==> src/hdl/tms_pkg.sv <==
// Shared types, codes, constants and helper functions of the touch move smoothing block.
`default_nettype none

package tms_pkg;

    localparam int POS_W   = 24;
    localparam int REM_W   = 26;
    localparam int NOW_W   = 32;
    localparam int STEP_W  = 6;
    localparam int THR_W   = 16;
    localparam int TOUT_W  = 16;
    localparam int ROM_N   = 64;

    // round(exp(-0.04) * 2^32)
    localparam logic [63:0] EDECAY = 64'd4126559220;

    localparam logic [THR_W-1:0]  SNAP_THR_RST    = 16'd16;
    localparam logic [TOUT_W-1:0] TIMEOUT_MS_RST  = 16'd300;
    localparam logic [STEP_W-1:0] MAX_STEP_MS_RST = 6'd33;

    localparam logic [1:0] CFG_SNAP_THR    = 2'd0;
    localparam logic [1:0] CFG_TIMEOUT_MS  = 2'd1;
    localparam logic [1:0] CFG_MAX_STEP_MS = 2'd2;

    localparam logic [1:0] FUNC_RAW   = 2'd0;
    localparam logic [1:0] FUNC_TICK  = 2'd1;
    localparam logic [1:0] FUNC_BREAK = 2'd2;

    localparam logic [2:0] KIND_DOWN   = 3'd0;
    localparam logic [2:0] KIND_MOVE   = 3'd1;
    localparam logic [2:0] KIND_UP     = 3'd2;
    localparam logic [2:0] KIND_CANCEL = 3'd3;

    localparam logic EVK_MOVE = 1'b0;
    localparam logic EVK_UP   = 1'b1;

    typedef enum logic [1:0] {
        MODE_IDLE    = 2'd0,
        MODE_READY   = 2'd1,
        MODE_ONGOING = 2'd2,
        MODE_END     = 2'd3
    } mode_t;

    typedef struct packed {
        logic [THR_W-1:0]  snap_thr;
        logic [TOUT_W-1:0] timeout_ms;
        logic [STEP_W-1:0] max_step_ms;
    } cfg_t;

    typedef struct packed {
        logic [1:0]              func;
        logic [2:0]              touch_kind;
        logic signed [POS_W-1:0] pos_y;
        logic [NOW_W-1:0]        now_ms;
    } item_t;

    typedef struct packed {
        logic                    intercept;
        logic                    event_valid;
        logic                    event_kind;
        logic signed [POS_W-1:0] event_y;
        mode_t                   mode_after;
    } result_t;

    // One entry of the smoothing factor table, 1 - exp(-0.04 * k), abits fraction bits.
    // Only ever evaluated on constants.
    function automatic logic [31:0] alpha_entry(input int k, input int abits);
        logic [63:0] d;
        logic [63:0] a;
        int          i;
        d = 64'h1_0000_0000;
        for (i = 1; i <= k; i++)
        begin
            d = (d * EDECAY + 64'h8000_0000) >> 32;
        end
        a = ((64'd1 << 32) - d + (64'd1 << (31 - abits))) >> (32 - abits);
        return a[31:0];
    endfunction

    function automatic logic signed [POS_W-1:0] sat_pos(input logic signed [REM_W:0] x);
        if (x > 27'sd8388607)
            return 24'sh7FFFFF;
        else if (x < -27'sd8388608)
            return 24'sh800000;
        else
            return x[POS_W-1:0];
    endfunction

    function automatic logic signed [REM_W-1:0] sat_rem(input logic signed [REM_W:0] x);
        if (x > 27'sd33554431)
            return 26'sh1FFFFFF;
        else if (x < -27'sd33554432)
            return 26'sh2000000;
        else
            return x[REM_W-1:0];
    endfunction

endpackage

`default_nettype wire

==> src/hdl/tms_engine.sv <==
// Touch state, mode machine and smoothing step; one item per enabled cycle.
`default_nettype none

module tms_engine
    import tms_pkg::*;
#(
    parameter int TIME_BITS  = 32,
    parameter int ALPHA_BITS = 16
)
(
    input  wire logic    clk,
    input  wire logic    rst_n,
    input  wire cfg_t    cfg,
    input  wire logic    step_en,
    input  wire item_t   item,
    output result_t      result
);

    localparam int PROD_W = REM_W + ALPHA_BITS;
    localparam logic [PROD_W:0] ROUND_HALF = (PROD_W + 1)'(1) << (ALPHA_BITS - 1);

    // smoothing factor table
    logic [ALPHA_BITS-1:0] alpha_rom [ROM_N];
    for (genvar k = 0; k < ROM_N; k++)
    begin : g_rom
        localparam logic [ALPHA_BITS-1:0] AVAL = ALPHA_BITS'(alpha_entry(k, ALPHA_BITS));
        assign alpha_rom[k] = AVAL;
    end

    mode_t                   mode_reg, mode_next;
    logic                    down_valid_reg, down_valid_next;
    logic signed [POS_W-1:0] down_y_reg, down_y_next;
    logic [TIME_BITS-1:0]    down_time_reg, down_time_next;
    logic                    move_valid_reg, move_valid_next;
    logic signed [POS_W-1:0] move_y_reg, move_y_next;
    logic [TIME_BITS-1:0]    move_time_reg, move_time_next;
    logic                    up_valid_reg, up_valid_next;
    logic                    gen_valid_reg, gen_valid_next;
    logic signed [POS_W-1:0] gen_y_reg, gen_y_next;
    logic [TIME_BITS-1:0]    gen_time_reg, gen_time_next;
    logic signed [REM_W-1:0] rem_reg, rem_next;

    logic [TIME_BITS-1:0]    now_v;
    logic signed [POS_W-1:0] ref_y;
    logic signed [REM_W:0]   rem_sum;

    logic                    gen_ok;
    logic signed [POS_W-1:0] base_y;
    logic [TIME_BITS-1:0]    base_time;
    logic [TIME_BITS-1:0]    gdiff;
    logic [TIME_BITS-1:0]    gdt_full;
    logic [STEP_W-1:0]       dt;
    logic [REM_W-1:0]        mag;
    logic                    in_band;
    logic [ALPHA_BITS-1:0]   alpha_v;
    logic [PROD_W-1:0]       prod;
    logic [PROD_W:0]         prod_rnd;
    logic [REM_W-1:0]        smag;
    logic signed [REM_W:0]   smag_s;
    logic signed [REM_W:0]   step_v;
    logic signed [POS_W-1:0] gy_new;
    logic signed [REM_W-1:0] rem_new;
    logic                    end_after;

    logic [TIME_BITS-1:0]    tref;
    logic [TIME_BITS-1:0]    tdiff;
    logic [TIME_BITS-1:0]    tdt;
    logic                    timed_out;
    logic                    up_ok;
    logic signed [POS_W-1:0] up_y;

    logic                    to_idle, to_ready, to_ongoing;

    assign now_v   = TIME_BITS'(item.now_ms);
    assign ref_y   = move_valid_reg ? move_y_reg : down_y_reg;
    assign rem_sum = (REM_W + 1)'(rem_reg) + (REM_W + 1)'(item.pos_y) - (REM_W + 1)'(ref_y);

    // smoothing step; the first step starts from the down position at the move time
    assign gen_ok    = gen_valid_reg || (move_valid_reg && down_valid_reg);
    assign base_y    = gen_valid_reg ? gen_y_reg : down_y_reg;
    assign base_time = gen_valid_reg ? gen_time_reg : move_time_reg;
    assign gdiff     = now_v - base_time;
    assign gdt_full  = gdiff[TIME_BITS-1] ? '0 : gdiff;
    assign dt        = (gdt_full > TIME_BITS'(cfg.max_step_ms)) ? cfg.max_step_ms
                                                                : gdt_full[STEP_W-1:0];
    assign mag       = rem_reg[REM_W-1] ? (~rem_reg + 1'b1) : rem_reg;
    assign in_band   = mag <= REM_W'(cfg.snap_thr);
    assign alpha_v   = alpha_rom[dt];
    assign prod      = PROD_W'(mag) * PROD_W'(alpha_v);
    assign prod_rnd  = {1'b0, prod} + ROUND_HALF;
    assign smag      = prod_rnd[ALPHA_BITS +: REM_W];
    assign smag_s    = signed'({1'b0, smag});
    assign step_v    = in_band ? (REM_W + 1)'(rem_reg)
                               : (rem_reg[REM_W-1] ? -smag_s : smag_s);
    assign gy_new    = sat_pos((REM_W + 1)'(base_y) + step_v);
    assign rem_new   = sat_rem((REM_W + 1)'(rem_reg) - step_v);
    // whole remainder taken leaves zero; otherwise |rem| shrinks by exactly smag
    assign end_after = gen_ok ? (in_band || ((mag - smag) <= REM_W'(cfg.snap_thr)))
                              : in_band;

    // a backwards clock counts as zero elapsed time
    assign tref      = move_valid_reg ? move_time_reg : down_time_reg;
    assign tdiff     = now_v - tref;
    assign tdt       = tdiff[TIME_BITS-1] ? '0 : tdiff;
    assign timed_out = down_valid_reg && (tdt >= TIME_BITS'(cfg.timeout_ms));
    assign up_ok     = gen_valid_reg || down_valid_reg;
    assign up_y      = gen_valid_reg ? gen_y_reg : down_y_reg;

    always_comb
    begin
        mode_next       = mode_reg;
        down_valid_next = down_valid_reg;
        down_y_next     = down_y_reg;
        down_time_next  = down_time_reg;
        move_valid_next = move_valid_reg;
        move_y_next     = move_y_reg;
        move_time_next  = move_time_reg;
        up_valid_next   = up_valid_reg;
        gen_valid_next  = gen_valid_reg;
        gen_y_next      = gen_y_reg;
        gen_time_next   = gen_time_reg;
        rem_next        = rem_reg;
        to_idle         = 1'b0;
        to_ready        = 1'b0;
        to_ongoing      = 1'b0;
        result          = '0;

        case (item.func)
            FUNC_RAW:
            begin
                case (item.touch_kind)
                    KIND_DOWN:
                    begin
                        down_valid_next = 1'b1;
                        down_y_next     = item.pos_y;
                        down_time_next  = now_v;
                    end
                    KIND_MOVE:
                    begin
                        if (down_valid_reg)
                            rem_next = sat_rem(rem_sum);
                        move_valid_next = 1'b1;
                        move_y_next     = item.pos_y;
                        move_time_next  = now_v;
                    end
                    KIND_UP:
                    begin
                        up_valid_next = 1'b1;
                    end
                    default:
                    begin
                    end
                endcase
                result.intercept = 1'b1;
                case (mode_reg)
                    MODE_IDLE:
                    begin
                        if (item.touch_kind == KIND_DOWN)
                        begin
                            to_ready         = 1'b1;
                            result.intercept = 1'b0;
                        end
                        else
                            to_idle = 1'b1;
                    end
                    MODE_READY:
                    begin
                        if (item.touch_kind == KIND_MOVE)
                            to_ongoing = 1'b1;
                        else
                        begin
                            to_idle = 1'b1;
                            if (item.touch_kind == KIND_CANCEL)
                                result.intercept = 1'b0;
                        end
                    end
                    default:
                    begin
                        if (item.touch_kind == KIND_DOWN)
                            to_ready = 1'b1;
                        else if (item.touch_kind == KIND_MOVE)
                            to_ongoing = 1'b1;
                        else if (item.touch_kind == KIND_CANCEL)
                        begin
                            to_idle          = 1'b1;
                            result.intercept = 1'b0;
                        end
                    end
                endcase
            end
            FUNC_TICK:
            begin
                if (mode_reg == MODE_ONGOING)
                begin
                    if (gen_ok)
                    begin
                        gen_valid_next     = 1'b1;
                        gen_y_next         = gy_new;
                        gen_time_next      = now_v;
                        rem_next           = rem_new;
                        result.event_valid = 1'b1;
                        result.event_y     = gy_new;
                    end
                    if (end_after)
                        mode_next = MODE_END;
                end
                else if (mode_reg == MODE_END)
                begin
                    if (up_valid_reg || timed_out)
                    begin
                        if (up_ok)
                        begin
                            result.event_valid = 1'b1;
                            result.event_kind  = EVK_UP;
                            result.event_y     = up_y;
                        end
                        to_idle = 1'b1;
                    end
                    else if (gen_ok)
                    begin
                        gen_valid_next     = 1'b1;
                        gen_y_next         = gy_new;
                        gen_time_next      = now_v;
                        rem_next           = rem_new;
                        result.event_valid = 1'b1;
                        result.event_y     = gy_new;
                    end
                end
            end
            FUNC_BREAK:
            begin
                if (mode_reg != MODE_IDLE)
                begin
                    if (up_ok)
                    begin
                        result.event_valid = 1'b1;
                        result.event_kind  = EVK_UP;
                        result.event_y     = up_y;
                    end
                    to_idle = 1'b1;
                end
            end
            default:
            begin
            end
        endcase

        if (to_idle)
        begin
            mode_next       = MODE_IDLE;
            down_valid_next = 1'b0;
            down_y_next     = '0;
            down_time_next  = '0;
            move_valid_next = 1'b0;
            move_y_next     = '0;
            move_time_next  = '0;
            up_valid_next   = 1'b0;
            gen_valid_next  = 1'b0;
            gen_y_next      = '0;
            gen_time_next   = '0;
            rem_next        = '0;
        end
        else if (to_ready)
        begin
            mode_next       = MODE_READY;
            up_valid_next   = 1'b0;
            move_valid_next = 1'b0;
        end
        else if (to_ongoing)
        begin
            mode_next = MODE_ONGOING;
        end

        result.mode_after = mode_next;
    end

    always_ff @(posedge clk or negedge rst_n)
    begin
        if (!rst_n)
        begin
            mode_reg       <= MODE_IDLE;
            down_valid_reg <= 1'b0;
            down_y_reg     <= '0;
            down_time_reg  <= '0;
            move_valid_reg <= 1'b0;
            move_y_reg     <= '0;
            move_time_reg  <= '0;
            up_valid_reg   <= 1'b0;
            gen_valid_reg  <= 1'b0;
            gen_y_reg      <= '0;
            gen_time_reg   <= '0;
            rem_reg        <= '0;
        end
        else if (step_en)
        begin
            mode_reg       <= mode_next;
            down_valid_reg <= down_valid_next;
            down_y_reg     <= down_y_next;
            down_time_reg  <= down_time_next;
            move_valid_reg <= move_valid_next;
            move_y_reg     <= move_y_next;
            move_time_reg  <= move_time_next;
            up_valid_reg   <= up_valid_next;
            gen_valid_reg  <= gen_valid_next;
            gen_y_reg      <= gen_y_next;
            gen_time_reg   <= gen_time_next;
            rem_reg        <= rem_next;
        end
    end

endmodule

`default_nettype wire

==> src/hdl/touch_move_smoothing_fsm.sv <==
// Top level: stream ports, configuration registers, input and result registers.
//
//  channel | dir | handshake          | payload
//  --------+-----+--------------------+-----------------------------------------
//  s_*     | in  | s_tvalid/s_tready  | tdata: pos_y, now_ms; tuser: func, touch_kind
//  m_*     | out | m_tvalid/m_tready  | tdata: event_y, mode_after; tuser: flags
//  cfg_*   | in  | cfg_we             | cfg_index, cfg_wdata
//
// One item per cycle sustained while the result is taken; an accepted item passes the input
// register, then the step logic with its single multiply into the result register, and
// m_tvalid rises once the result register is loaded.
// A stalled result holds while the input register still takes one more item.
// Reset clears the touch state to idle and loads the register defaults.
`default_nettype none

module touch_move_smoothing_fsm
    import tms_pkg::*;
#(
    parameter int TIME_BITS  = 32,
    parameter int ALPHA_BITS = 16
)
(
    input  wire logic        clk,
    input  wire logic        rst_n,
    input  wire logic        s_tvalid,
    output logic             s_tready,
    input  wire logic [55:0] s_tdata,   // pos_y[23:0], now_ms[55:24]
    input  wire logic [4:0]  s_tuser,   // func[1:0], touch_kind[4:2]
    output logic             m_tvalid,
    input  wire logic        m_tready,
    output logic [31:0]      m_tdata,   // event_y[23:0], mode_after[25:24], zero[31:26]
    output logic [2:0]       m_tuser,   // intercept[0], event_valid[1], event_kind[2]
    input  wire logic        cfg_we,
    input  wire logic [1:0]  cfg_index,
    input  wire logic [15:0] cfg_wdata
);

    cfg_t    cfg_reg;
    logic    in_valid_reg, in_valid_next;
    item_t   in_item_reg;
    logic    out_valid_reg, out_valid_next;
    result_t out_res_reg;
    result_t step_res;
    logic    accept;
    logic    advance;

    assign advance  = in_valid_reg && (!out_valid_reg || m_tready);
    assign s_tready = !in_valid_reg || advance;
    assign accept   = s_tvalid && s_tready;

    assign in_valid_next  = accept ? 1'b1 : (advance ? 1'b0 : in_valid_reg);
    assign out_valid_next = advance ? 1'b1 : (m_tready ? 1'b0 : out_valid_reg);

    always_ff @(posedge clk or negedge rst_n)
    begin
        if (!rst_n)
        begin
            cfg_reg.snap_thr    <= SNAP_THR_RST;
            cfg_reg.timeout_ms  <= TIMEOUT_MS_RST;
            cfg_reg.max_step_ms <= MAX_STEP_MS_RST;
        end
        else if (cfg_we)
        begin
            case (cfg_index)
                CFG_SNAP_THR:    cfg_reg.snap_thr    <= cfg_wdata;
                CFG_TIMEOUT_MS:  cfg_reg.timeout_ms  <= cfg_wdata;
                CFG_MAX_STEP_MS: cfg_reg.max_step_ms <= cfg_wdata[STEP_W-1:0];
                default:
                begin
                end
            endcase
        end
    end

    always_ff @(posedge clk or negedge rst_n)
    begin
        if (!rst_n)
        begin
            in_valid_reg  <= 1'b0;
            out_valid_reg <= 1'b0;
        end
        else
        begin
            in_valid_reg  <= in_valid_next;
            out_valid_reg <= out_valid_next;
        end
    end

    always_ff @(posedge clk)
    begin
        if (accept)
        begin
            in_item_reg.func       <= s_tuser[1:0];
            in_item_reg.touch_kind <= s_tuser[4:2];
            in_item_reg.pos_y      <= s_tdata[23:0];
            in_item_reg.now_ms     <= s_tdata[55:24];
        end
        if (advance)
            out_res_reg <= step_res;
    end

    tms_engine #(
        .TIME_BITS  (TIME_BITS),
        .ALPHA_BITS (ALPHA_BITS)
    ) u_engine (
        .clk     (clk),
        .rst_n   (rst_n),
        .cfg     (cfg_reg),
        .step_en (advance),
        .item    (in_item_reg),
        .result  (step_res)
    );

    assign m_tvalid = out_valid_reg;
    assign m_tdata  = {6'd0, out_res_reg.mode_after, out_res_reg.event_y};
    assign m_tuser  = {out_res_reg.event_kind, out_res_reg.event_valid, out_res_reg.intercept};

endmodule

`default_nettype wire

==> config.mk <==
export PLATFORM = sky130hd
export DESIGN_NAME = touch_move_smoothing_fsm
export DESIGN_NICKNAME = d
export VERILOG_FILES = /design/src/hdl/tms_pkg.sv /design/src/hdl/tms_engine.sv /design/src/hdl/touch_move_smoothing_fsm.sv
export SDC_FILE = /design/constraint.sdc
export NUM_CORES = 2
export LEC_CHECK = 0
export ABC_AREA = 1
export BUFFER_PORTS_ARGS = -buffer_cell sky130_fd_sc_hd__buf_2
export CAP_MARGIN = 30
export CORE_AREA = 5 5 328 330
export DETAILED_ROUTE_END_ITERATION = 10
export DIE_AREA = 0 0 333 335
export PLACE_DENSITY = 0.54
export SLEW_MARGIN = 20
export SYNTH_ARGS = -nofsm -noshare
export SYNTH_HDL_FRONTEND = slang
export SYNTH_HIERARCHICAL = 1
export SYNTH_SLANG_ARGS = --single-unit
==> constraint.sdc <==
create_clock -name clk -period 15.75 [get_ports clk]
set_input_delay 3.15 -clock clk [delete_from_list [all_inputs] [get_ports clk]]
set_output_delay 3.15 -clock clk [all_outputs]
set_load 0.005 [all_outputs]
Word level (Yosys, flattened, before mapping) --
Memories as Yosys holds them, arrays and structs flattened. Cells that the tools add are included.
Storage, ports and cells: register bits after elaboration 330, logic and storage cells 215, bits in read-only memories 1024, output and inout port bits 37, memories 1
Memories:
- (no name shown) | depth 64, width 16, rd ports 1, clocked after memory_dff 0, write ports 0, line tms_engine.sv:88 | assign alpha_v = alpha_rom[dt];
Operators by class: $mul 1, reduce and logical (&&, ||, !) cells 37, equality and inequality tests 15, $lt $le $gt $ge 11, bitwise gates (word level) 2, mux-type cells 112, $add $sub $neg 10
Operators with widths (number):
- 24-bit two-way mux | 19
- 32-bit two-way mux | 14
- 26-bit two-way mux | 15
- 26-bit case mux with 2 select lines | 2
- 32-bit subtractor | 2
- 31-bit two-way mux | 2
- 27-bit by 26-bit > comparator with 1-bit output, second input constant | 2
- 27-bit by 26-bit < comparator with 1-bit output, second input constant | 2
- 27-bit two-way mux | 2
- 26-bit by 16-bit less-or-equal comparator with 1-bit output | 2
- 1-bit two-way mux | 45
- 42-bit by 16-bit adder with 42-bit output, second input constant | 1
- 26-bit by 16-bit multiplier with 42-bit output | 1
- 32-bit by 16-bit greater-or-equal comparator with 1-bit output | 1
- 32-bit by 6-bit > comparator with 1-bit output | 1
- 16-bit two-way mux | 2
- 24-bit by 27-bit adder with 27-bit output | 1
- 26-bit by 24-bit adder with 27-bit output | 1
- 27-bit by 24-bit > comparator with 1-bit output, second input constant | 1
- 27-bit by 24-bit < comparator with 1-bit output, second input constant | 1
- 26-bit negation with 27-bit output | 1
- 26-bit by 27-bit subtractor with 27-bit output | 1
- 27-bit by 24-bit subtractor with 27-bit output | 1
- 26-bit by 1-bit adder with 26-bit output, second input constant | 1
- other kinds (26) | 67

Logic depth before layout (Yosys ltp) --
word-level depth 24, gate-level depth with buffers 108

Cells and area by module --
The synthesis kept the hierarchy.
Modules (own cells, without submodules):
- tms_engine | cells an instance 5351, area an instance 36957.9 um^2, instances 1
- touch_move_smoothing_fsm | cells an instance 277, area an instance 4421.7 um^2, instances 1

Worst setup path before layout --
Ideal clock, no wire load.
kind reg2reg, from reg u_engine.gen_valid_reg, to reg out_res_reg, in the netlist m_tdata[14] (data pin), path buffers 8, clock period less this slack 15.065 ns, stages on the path, launching flop included 102, library setup time 0.253 ns, arrival time 14.812 ns, setup slack 0.685 ns, cells stage by stage dfrtp_1 -> clkbuf_1 -> clkbuf_1 -> clkbuf_1 -> clkbuf_1 -> nand2_1 -> o21ai_0 -> ha_1 -> a21oi_1 -> nand2_1 -> nand2_1 -> nand2_2 -> nand2_1 -> nand2_2 -> nand2_2 -> nand3_1 -> nand2_4 -> inv_4 -> [... 66 more ...] -> o21ai_0 -> a21o_1 -> a21oi_1 -> o31ai_1 -> a21oi_1 -> o21bai_1 -> xnor2_1 -> inv_1 -> nand3_1 -> nand2_2 -> nand2_2 -> buf_6 -> nand2_1 -> nand2_1 -> nand2_1 -> nand2_1 -> nand2_1 -> nand2_1
RTL lines:
- start, declared | line tms_engine.sv:38 | logic gen_valid_reg, gen_valid_next;
- start signal, assigned | line tms_engine.sv:304 | gen_valid_reg <= gen_valid_next;
- end signal, assigned | line touch_move_smoothing_fsm.sv:99 | out_res_reg <= step_res;
- end, declared | line touch_move_smoothing_fsm.sv:42 | result_t out_res_reg;

==> impl_metrics.toml <==
[outcome]
status = "finished, final reports clean"

[route]
viasPerCell = 5.089
finalWirelength_um = 132200
ant_nets = 0
dr_total_vias = 36668
drt_iter0_drc = 2345
drcViolationCount = 0
dr.pass1.iters = 5
wl_per_cell_um = 18.34

[run]
maxCapViolCount = 0

[global_routing]
grt_pass1_vias = 36200
grt_pass1_wl_um = 205500
grt.total_usage = 0.2314
grt-ovfl-total = 0
grt_max_degree = 111
antenna_found_initial = 0

[critical_path]
path_common_cell = "nand2_1"
worst-path-max-fanout = 16
cpMaxStageDelayCell = "fa_1"
crit_required_ns = 16.08
start_kind = "flop"
crit_type = "reg2reg"
endpoint_kind = "flop"
worstPathArrival_ns = 15.08
max_stage_delay_ns = 0.61

[sta]
max_freq_mhz = 67.78
setup_viol = 0
tightest_slew_ns = 0.9738
final_hold_viol_count = 0
fin_crit_sh = 0.9367
tns_ns = 0
layout_min_cycle_time_ns = 14.75
clock_skew_ns = 0.03134
slew_headroom = 0.3508
drv_slew = 0

[floorplanning]
dieArea_mm2 = 0.1116
rows = 119
die_w_um = 333
pin_count = 121
die_h_um = 335
core_area_mm2 = 0.1045
start_util = 0.3959

[clocking]
clock_path_buffers = 3
cts_tree = "done"
numCtsBuffers = 37
clock-root-buffer = "clkbuf_16"
htreeDepth = 2
clk_latency_ns = 0.58
clkSinkCount = 330
cts_hold_buffers = 0
clkTransAtPathRegs_ns = 0.07

[synthesis]
netlist.area_leader.share = 0.1761
synth_warnings = 6
avgSynthCellArea_um2 = 7.352
ys_seq_elements = 330
ys_top_cells_by_area = "fa_1 18%, dfrtp_1 14%, nand2_1 13%"
yosys_most_used_dff = "dfrtp_1"
synth_edf_count = 90
synth_cell_types = 68
synthCells = 5628
synth-seq-area-share = 0.2107
yosysTopAreaCell = "fa_1"
netlist_area_mm2 = 0.04138
async_flop_share = 0.7273

[finish]
final_cell_mix = "1393 x nand2_1, 994 x inv_1, 538 x nor2_1"
post-route-util = 0.4405
largest_reg_flops = 61
drive_gt1_frac = 0.09873
n_fill_cell = 10890
diodes = 0
fin_area_mm2 = 0.04605
area_growth_pct = 11.28
final_common_cell = "nand2_1"
nNetsFinal = 6601

[place]
port_buffers = 114
routabilityCongestion = 0.9339
detailed_place.area_mm2 = 0.04408
hpwl_um = 104400

[min_path]
worstHoldPathType = "reg2reg"
## metrics by stage
| stage | worst slack, ns | hold WS, ns | instances |
|---|---|---|---|
| 6_report | 0.9968 | 0.4628 | 7205 |
| 5_1_grt | -0.1748 | 0.4843 | 7205 |
| 4_1_cts | 0.0008971 | 0.4662 | 7180 |
| 3_5_place_dp | -0.07526 | 0.4533 | 7112 |
| 3_3_place_gp | 0.1377 | 0.4490 | 7110 |
| 2_1_floorplan | 0.6849 | 0.4366 | 5633 |
## final timing paths
path	start	to	slack, ns	depth (start not counted)
worst max-delay path	u_engine/gen_valid_reg	m_tdata[5]	1.0	88
worst min-delay path	cfg_reg[11]	cfg_reg[11]	0.46	2
worst max register to register	u_engine/gen_valid_reg	m_tdata[5]	1.0	88
worst min register to register	cfg_reg[11]	cfg_reg[11]	0.46	2
max in group asynchronous	rst_n	u_engine/move_valid_reg	11.53	2
min in group asynchronous	rst_n	in_valid_reg	2.62	1
## repair_timing
item                       in CTS  in global routing
cloned                          0                  3
setup buffers                   0                 20
resized for setup               5                123
pin swaps                       0                 23
setup endpoints to repair      33                 76
## layout make-up
class	count	area, µm²	share of cell area
multi-input combinational	4100	28500	0.6190
sequential	330	8725	0.1895
inverter	1038	3909	0.08489
timing repair buffer	277	1912	0.04152
tap	1391	1740	0.03780
clock buffer	58	1119	0.02429
clock inverter	10	133.9	0.002908
timing repair inverter	1	6.256	0.0001359
## routing by layer
metal  track usage  share of wire  vias up
met3       0.03259          0.053      167
li1              -              -    17948
met5             0              0        -
met1        0.3277           0.47    17662
met4       0.06044          0.027        0
met2        0.3749           0.45      891
## logic make-up after synthesis
logic type               Yosys count  synth area share
AND/OR/NAND/NOR                 2347            0.2330
buffers and inverters           1205            0.1133
AO/OA/AOI/OAI                    804            0.1080
adder cells (fa/ha/maj)          732            0.2874
flip-flops                       330            0.2107
XOR/XNOR                         185           0.04097
multiplexers                      24          0.006531
other                              1        0.00009062
## worst max-delay path: cells and delay by family (launching register included)
family / cells / cell delay (ns)
AO/OA/AOI/OAI: 20 / 3.10
adder cells (fa/ha/maj): 10 / 4.37
buffers and inverters: 13 / 1.76
AND/OR/NAND/NOR: 43 / 4.38
XOR/XNOR: 2 / 0.35
flip-flops: 1 / 0.53
## synth_stat cells (all sizes together) (2+ instances only)
cell type	count
edfxtp	90
a32o	3
and3	3
buf	62
nand3	216
nand3b	19
nand4	44
o211ai	21
dfstp	7
inv	1022
o31ai	4
fa	364
a211oi	6
o21bai	18
o2111ai	4
o221ai	3
clkinv	16
or2	15
clkbuf	105
a21oi	287
a31oi	26
dfrtp	233
xor2	139
nor4	9
nor2	565
a21o	10
ha	368
mux2	24
o41ai	2
a41oi	3
o22ai	35
o21ai	342
nand2	1447
o21a	14
a221oi	5
xnor2	46
o311ai	5
nor3	25
a21boi	9
Power is left out: the tool's default activity adds up to more than one toggle a clock period on the data nets, which glitch-free logic cannot reach.
